`src/rtl/pld_pkg.sv`:
```
// ----------------------------------------------------------------------------
// pld_pkg: shared types and codes of the positional list
// Transaction structs, operation and status codes, and the per-cycle
// control word that is broadcast along the row of list cells.
// ----------------------------------------------------------------------------
`default_nettype none

package pld_pkg;

    localparam int VALUE_W = 32;
    localparam int POS_W   = 8;
    localparam int LEN_W   = 5;
    localparam int CMP_W   = 9;   // wide enough for any fill count up to 256

    localparam logic [2:0] OP_INSERT   = 3'd0;
    localparam logic [2:0] OP_DELETE   = 3'd1;
    localparam logic [2:0] OP_PUSH     = 3'd2;
    localparam logic [2:0] OP_POP_TAIL = 3'd3;
    localparam logic [2:0] OP_POP_HEAD = 3'd4;

    localparam logic [1:0] ST_OK    = 2'd0;
    localparam logic [1:0] ST_RANGE = 2'd1;
    localparam logic [1:0] ST_FULL  = 2'd2;

    typedef struct packed {
        logic [2:0]                operation;
        logic [POS_W-1:0]          position;
        logic signed [VALUE_W-1:0] value_in;
    } pld_req_t;

    typedef struct packed {
        logic signed [VALUE_W-1:0] value_out;
        logic [1:0]                status;
        logic [LEN_W-1:0]          length;
    } pld_resp_t;

    // Broadcast to every cell; each cell decides its own move from it.
    typedef struct packed {
        logic                      shift_up;    // cells above where take left neighbor
        logic                      shift_down;  // cells at or above where take right neighbor
        logic                      write;       // cell at where loads value
        logic [POS_W-1:0]          where;
        logic signed [VALUE_W-1:0] value;
    } pld_ctrl_t;

endpackage : pld_pkg

`default_nettype wire

```
`src/rtl/pld_cell.sv`:
```
// ----------------------------------------------------------------------------
// pld_cell: one list slot
// Holds one value and each cycle holds, loads the new value, or takes the
// value of its lower or upper neighbor.
// ----------------------------------------------------------------------------
`default_nettype none

module pld_cell #(
    parameter int IDX = 0
) (
    input  wire                           clk,
    input  wire pld_pkg::pld_ctrl_t       ctrl,
    input  wire logic signed [31:0]       left_in,
    input  wire logic signed [31:0]       right_in,
    output logic signed [31:0]            q
);
    import pld_pkg::*;

    localparam logic [POS_W-1:0] MY_IDX = POS_W'(IDX);

    logic signed [VALUE_W-1:0] val_reg;
    logic signed [VALUE_W-1:0] val_next;

    always_comb
    begin
        val_next = val_reg;
        if (ctrl.shift_up && (MY_IDX > ctrl.where))
        begin
            val_next = left_in;
        end
        if (ctrl.shift_down && (MY_IDX >= ctrl.where))
        begin
            val_next = right_in;
        end
        if (ctrl.write && (MY_IDX == ctrl.where))
        begin
            val_next = ctrl.value;
        end
    end

    always_ff @(posedge clk)
    begin
        val_reg <= val_next;
    end

    assign q = val_reg;

endmodule : pld_cell

`default_nettype wire

```
`src/rtl/positional_list_deque.sv`:
```
// ----------------------------------------------------------------------------
// positional_list_deque: ordered list with indexed insert and delete
// Result: the result of a transaction accepted in one cycle shows on
// response, with done high, in the cycle after it.
// Throughput: one transaction per cycle; busy never rises, since every
// cell of the row shifts in the same cycle. The receiver cannot stall.
// Reset: rst_n clears the fill count and the done strobe; cell contents
// are left as they are and only cells below the fill count are ever read.
// ----------------------------------------------------------------------------
`default_nettype none

module positional_list_deque #(
    parameter int DEPTH = 16
) (
    input  wire                      clk,
    input  wire                      rst_n,
    input  wire                      start,
    output logic                     busy,
    input  wire pld_pkg::pld_req_t   request,
    output logic                     done,
    output pld_pkg::pld_resp_t       response
);
    import pld_pkg::*;

    localparam int FW = $clog2(DEPTH + 1);   // fill count width
    localparam int IW = $clog2(DEPTH);       // cell index width

    // Row of cells and the control word broadcast along it.
    logic signed [VALUE_W-1:0] cell_q [DEPTH];
    pld_ctrl_t                 ctrl;

    logic [FW-1:0]  fill_reg;
    logic [FW-1:0]  fill_next;
    logic           done_reg;
    pld_resp_t      resp_reg;
    pld_resp_t      resp_next;

    logic           accept;
    logic           is_full;
    logic           is_empty;
    logic [FW-1:0]  fill_m1;
    logic [CMP_W-1:0] pos_w;
    logic [CMP_W-1:0] fill_w;

    // Every cell of the row updates in the same cycle, so there is never a reason to stall.
    assign busy   = 1'b0;
    assign accept = start && !busy;

    assign is_full  = (fill_reg == FW'(DEPTH));
    assign is_empty = (fill_reg == '0);
    assign fill_m1  = fill_reg - FW'(1);
    assign pos_w    = CMP_W'(request.position);
    assign fill_w   = CMP_W'(fill_reg);

    // Decode the transaction into a broadcast control word, the new fill
    // count and the response.
    always_comb
    begin
        ctrl             = '0;
        ctrl.value       = request.value_in;
        fill_next        = fill_reg;
        resp_next        = '0;
        resp_next.status = ST_OK;

        if (accept)
        begin
            case (request.operation)
                OP_INSERT:
                begin
                    if (pos_w > fill_w)
                    begin
                        resp_next.status = ST_RANGE;
                    end
                    else if (is_full)
                    begin
                        resp_next.status = ST_FULL;
                    end
                    else
                    begin
                        // Open a gap at position and drop the new value in it.
                        ctrl.shift_up = 1'b1;
                        ctrl.write    = 1'b1;
                        ctrl.where    = request.position;
                        fill_next     = fill_reg + FW'(1);
                    end
                end
                OP_DELETE:
                begin
                    if (pos_w >= fill_w)
                    begin
                        resp_next.status = ST_RANGE;
                    end
                    else
                    begin
                        // Close the gap: everything from position moves down.
                        ctrl.shift_down = 1'b1;
                        ctrl.where      = request.position;
                        fill_next       = fill_m1;
                    end
                end
                OP_PUSH:
                begin
                    if (is_full)
                    begin
                        resp_next.status = ST_FULL;
                    end
                    else
                    begin
                        ctrl.write = 1'b1;
                        ctrl.where = POS_W'(fill_reg);
                        fill_next  = fill_reg + FW'(1);
                    end
                end
                OP_POP_TAIL:
                begin
                    if (is_empty)
                    begin
                        resp_next.status = ST_RANGE;
                    end
                    else
                    begin
                        // Tail cell keeps its data; only the count drops.
                        resp_next.value_out = cell_q[fill_m1[IW-1:0]];
                        fill_next           = fill_m1;
                    end
                end
                OP_POP_HEAD:
                begin
                    if (is_empty)
                    begin
                        resp_next.status = ST_RANGE;
                    end
                    else
                    begin
                        resp_next.value_out = cell_q[0];
                        ctrl.shift_down     = 1'b1;
                        ctrl.where          = '0;
                        fill_next           = fill_m1;
                    end
                end
                default:
                begin
                    // Unknown operation: report ok and leave the list alone.
                    resp_next.status = ST_OK;
                end
            endcase
        end

        resp_next.length = LEN_W'(fill_next);
    end

    // Cell chain: cell i sees cell i-1 on its left and cell i+1 on its right.
    // Outer inputs are tied to own data: cell 0 never uses its left one, the last cell holds on a shift down.
    for (genvar i = 0; i < DEPTH; i++)
    begin : g_cell
        logic signed [VALUE_W-1:0] left_w;
        logic signed [VALUE_W-1:0] right_w;

        if (i == 0)
        begin : g_first
            assign left_w = cell_q[i];
        end
        else
        begin : g_inner_l
            assign left_w = cell_q[i-1];
        end

        if (i == DEPTH - 1)
        begin : g_last
            assign right_w = cell_q[i];
        end
        else
        begin : g_inner_r
            assign right_w = cell_q[i+1];
        end

        pld_cell #(
            .IDX (i)
        ) u_cell (
            .clk      (clk),
            .ctrl     (ctrl),
            .left_in  (left_w),
            .right_in (right_w),
            .q        (cell_q[i])
        );
    end

    // Control state: fill count and the one-cycle done strobe.
    always_ff @(posedge clk or negedge rst_n)
    begin
        if (!rst_n)
        begin
            fill_reg <= '0;
            done_reg <= 1'b0;
        end
        else
        begin
            fill_reg <= fill_next;
            done_reg <= accept;
        end
    end

    // Response payload: load on every accepted transaction, hold otherwise.
    always_ff @(posedge clk)
    begin
        if (accept)
        begin
            resp_reg <= resp_next;
        end
    end

    assign done     = done_reg;
    assign response = resp_reg;

endmodule : positional_list_deque

`default_nettype wire

```
`config.mk`:
```
export PLATFORM = sky130hd
export DESIGN_NAME = positional_list_deque
export DESIGN_NICKNAME = d
export VERILOG_FILES = /design/src/rtl/pld_pkg.sv /design/src/rtl/pld_cell.sv /design/src/rtl/positional_list_deque.sv
export SDC_FILE = /design/constraint.sdc
export NUM_CORES = 1
export LEC_CHECK = 0
export ABC_AREA = 0
export BUFFER_PORTS_ARGS = -buffer_cell sky130_fd_sc_hd__buf_2
export CAP_MARGIN = 25
export CORE_MARGIN = 2
export CORE_UTILIZATION = 50
export CTS_BUF_LIST = sky130_fd_sc_hd__clkbuf_4 sky130_fd_sc_hd__clkbuf_8
export DETAILED_ROUTE_END_ITERATION = 8
export PLACE_DENSITY = 0.69
export SETUP_SLACK_MARGIN = 0.2
export SLEW_MARGIN = 20
export SYNTH_ARGS = -nofsm -noshare
export SYNTH_HDL_FRONTEND = slang
export SYNTH_SLANG_ARGS = --single-unit
```
`constraint.sdc`:
```
create_clock -name clk -period 7 [get_ports clk]
set_input_delay 1.4 -clock clk [delete_from_list [all_inputs] [get_ports clk]]
set_output_delay 1.4 -clock clk [all_outputs]
set_load 0.05 [all_outputs]
```
==> impl_metrics.csv <==
group,metric,value,unit
run,maxCapViolCount,0,
detailed_routing,met2_length,49700,um
power_and_ir_drop,vdd_drop_max,0.000374,V
timing,rsz0062_at_grt,"no",
yosys,synth_top_family_by_area,"multiplexers",
cells_and_area,finish.utilization,0.555,
timing,layout_setup_ws,1.51,ns
yosys,yosys.area.top_type_share,0.500,
yosys,netlist_area,33100,sq um
clock_network,htreeDepth,3,
worst_setup_path,worstSetupPathType,"reg2reg",
clock_network,clk_latency,0.73,ns
clock_network,cts_root_buf,"clkbuf_8",
clock_network,clock-sinks,557,
yosys,avgSynthCellArea,12.3,sq um
detailed_routing,drt-met1-wl,40500,um
yosys,synth_fp_nets,2734,
yosys,synthCells,2680,
power_and_ir_drop,power-per-cell-area,333,nW/um^2
worst_setup_path,rrSetupSlack,1.51,ns
timing,maxSlewViolCount,0,
detailed_routing,drt_pass1_iterations,6,
floorplanning,dieArea,68300,sq um
yosys,yosysWarnings,0,
grt,grt.total_usage,0.307,
grt,grt_pass1_wl,156000,um
timing,skew,0.0501,ns
clock_network,clockBufferDepth,3,
detailed_routing,met3_length,10700,um
power_and_ir_drop,total_power,12.1,mW
detailed_routing,drt_iter0_markers,2753,
timing,hold_viol,0,
worst_hold_path,hold_path_class,"in2async",
yosys,synth_fa_ha_area_frac,0.00303,
grt,grt_max_degree,76,
yosys,ys.flop_type,"edfxtp_1",
floorplanning,core,65600,sq um
timing,finalSetupViolations,0,
worst_setup_path,path_cells,"inv_1 -> ha_4 -> or3b_1 -> nand2b_1 -> and3_2 -> buf_12 -> o21ai_2 -> a21o_2 -> buf_12 -> o31a_2 -> buf_4 -> mux2_2 -> mux2_2",
placed_design,place_congestion,0.902,
detailed_routing,wirelength,105000,um
timing,fin_crit,5.49,ns
timing,fmax,182,MHz
timing,period_share,0.784,
cells_and_area,fill_cells,5476,
worst_setup_path,worstPathArrival,5.93,ns
clock_network,ctsResizeCount,0,
yosys,async_reset_ff_frac,0.0108,
yosys,synth_xor_area_frac,0.000794,
worst_setup_path,path_max_fanout,35,
detailed_routing,wl_per_cell,28.9,um
floorplanning,rows,94,
clock_network,cts_tree,"built",
grt,first_global_vias,24300,
power_and_ir_drop,p_leak,13.2,nW
cells_and_area,area_growth,10.1,%
detailed_routing,drc,0,
yosys,synth_compound_area_frac,0.0876,
cells_and_area,register_area,16700,sq um
detailed_routing,antenna_left,0,
yosys,synth_top_cells_by_count,"edfxtp_1, nand2_1, mux2_2",
yosys,ys_top_cells_by_area,"edfxtp_1, mux2_2, mux4_2",
clock_network,cts_setup_buffers,0,
run_status,status,"completed",
placed_design,io_buffers,85,
yosys,synth_edf_count,551,
yosys,synth-simple-area-share,0.107,
clock_network,cts-buffers-inserted,97,
worst_setup_path,r2r_cells,13,
floorplanning,initial_utilization,0.504,
cells_and_area,nets,2755,
cells_and_area,drive_gt1_frac,0.297,
clock_network,clkTransAtPathRegs,0.06,ns
cells_and_area,multiInputGateArea,15600,sq um
yosys,synth-seq-cells,557,
timing,timing.hold.ws,0.527,ns
clock_network,hold_buffers,0,
worst_setup_path,crit_slowest_cell,"dfrtp_4",
worst_setup_path,critPathCaptureType,"flip-flop",
grt,overflow,0,
yosys,synthMuxAreaShare,0.265,
grt,antenna_found_initial,3,
cells_and_area,largest_reg_flops,512,
worst_setup_path,cpPeakStageDelay,0.72,ns
worst_setup_path,cp-start-kind,"flip-flop",
yosys,synth_area_leader_cell,"edfxtp_1",
detailed_routing,dr.max_layer_used,"met4",
timing,tns,0,ns
floorplanning,die_x,261,um
timing,tightest_slew,1.13,ns
worst_setup_path,cp.required,7.45,ns
placed_design,dpl.hpwl,62800,um
yosys,yosysMostFrequentCell,"edfxtp_1",
floorplanning,die_h,261,um
detailed_routing,routed_via_density,6.66,
placed_design,place_ws,1.29,ns
detailed_routing,num_vias,24200,
floorplanning,io_pins,87,
yosys,seq_area_frac_synth,0.505,
yosys,ys_types,79,
timing,slew_headroom,0.247,
[logic make-up (layout without fill, tap and decap cells)]
kind of cell | count (synthesis) | in the layout
simple gates | 763 | 763
fa+ha+maj | 8 | 8
buf+inv | 251 | 341
xor+xnor | 3 | 3
mux | 672 | 672
flops | 557 | 557
other cells | 1 | 2
compound gates | 425 | 425
[layer usage]
metal  up-vias  GRT usage
met3       288     0.0636
met4         0      0.136
met5         -          0
met1     12000      0.399
met2      1563      0.501
li1      10400          -
[critical path: cells and delay by family, from the launching register on]
family                   cells  cell delay, ns
AO/OA/AOI/OAI                3            1.44
adder cells (fa/ha/maj)      1            0.23
buffers and inverters        4            1.08
flip-flops                   1            0.72
multiplexers                 2            0.63
AND/OR/NAND/NOR              3            1.07
[cell type report]
class                           count  area share
Inverter                            8    0.000824
Sequential cell                   557       0.458
Antenna cell                        1   0.0000687
Timing Repair Buffer              165      0.0325
Tap cell                          864      0.0297
Clock buffer                      132      0.0442
Clock inverter                     36     0.00584
Multi-Input combinational cell   1872       0.429
[path summary, 6_finish.rpt]
kind	endpoint	startpoint
min in group clk	g_cell[0].u_cell.q[2]$_DFFE_PP_	g_cell[1].u_cell.q[2]$_DFFE_PP_
worst max-delay path	g_cell[9].u_cell.q[16]$_DFFE_PP_	fill_reg[0]$_DFF_PN0_
worst min-delay path	fill_reg[0]$_DFF_PN0_	rst_n
max in group asynchronous	fill_reg[0]$_DFF_PN0_	rst_n
worst min register to register	g_cell[0].u_cell.q[2]$_DFFE_PP_	g_cell[1].u_cell.q[2]$_DFFE_PP_
worst max register to register	g_cell[9].u_cell.q[16]$_DFFE_PP_	fill_reg[0]$_DFF_PN0_
[stage by stage]
step,cell area [sq um],cells
finish,36400,3635
global route,36400,3635
floorplan,33100,2680
CTS,36400,3632
detailed placement,34600,3464
global placement,34500,3461
[cells in the final DEF (no fill, tap or decap), types with 35 or more instances in the layout]
cell type	netlist	final
edfxtp_1	551	551
nand2_1	397	396
mux2_2	319	319
mux2i_1	192	192
mux4_2	128	128
nor2_1	119	117
a21oi_1	113	110
o21ai_0	110	109
clkbuf_8	0	99
buf_2	66	85
and2_1	70	69
buf_4	6	68
a221o_1	65	65
nand3_1	50	44
nor3_1	38	38
a31oi_1	35	35
[power by group]
part / switching, mW / internal [mW]
Sequential: 0.234 / 4.06
Combinational: 2.97 / 1.93
Clock: 1.41 / 1.53
Total: 4.61 / 7.52
(Power assumes the default switching activity.)
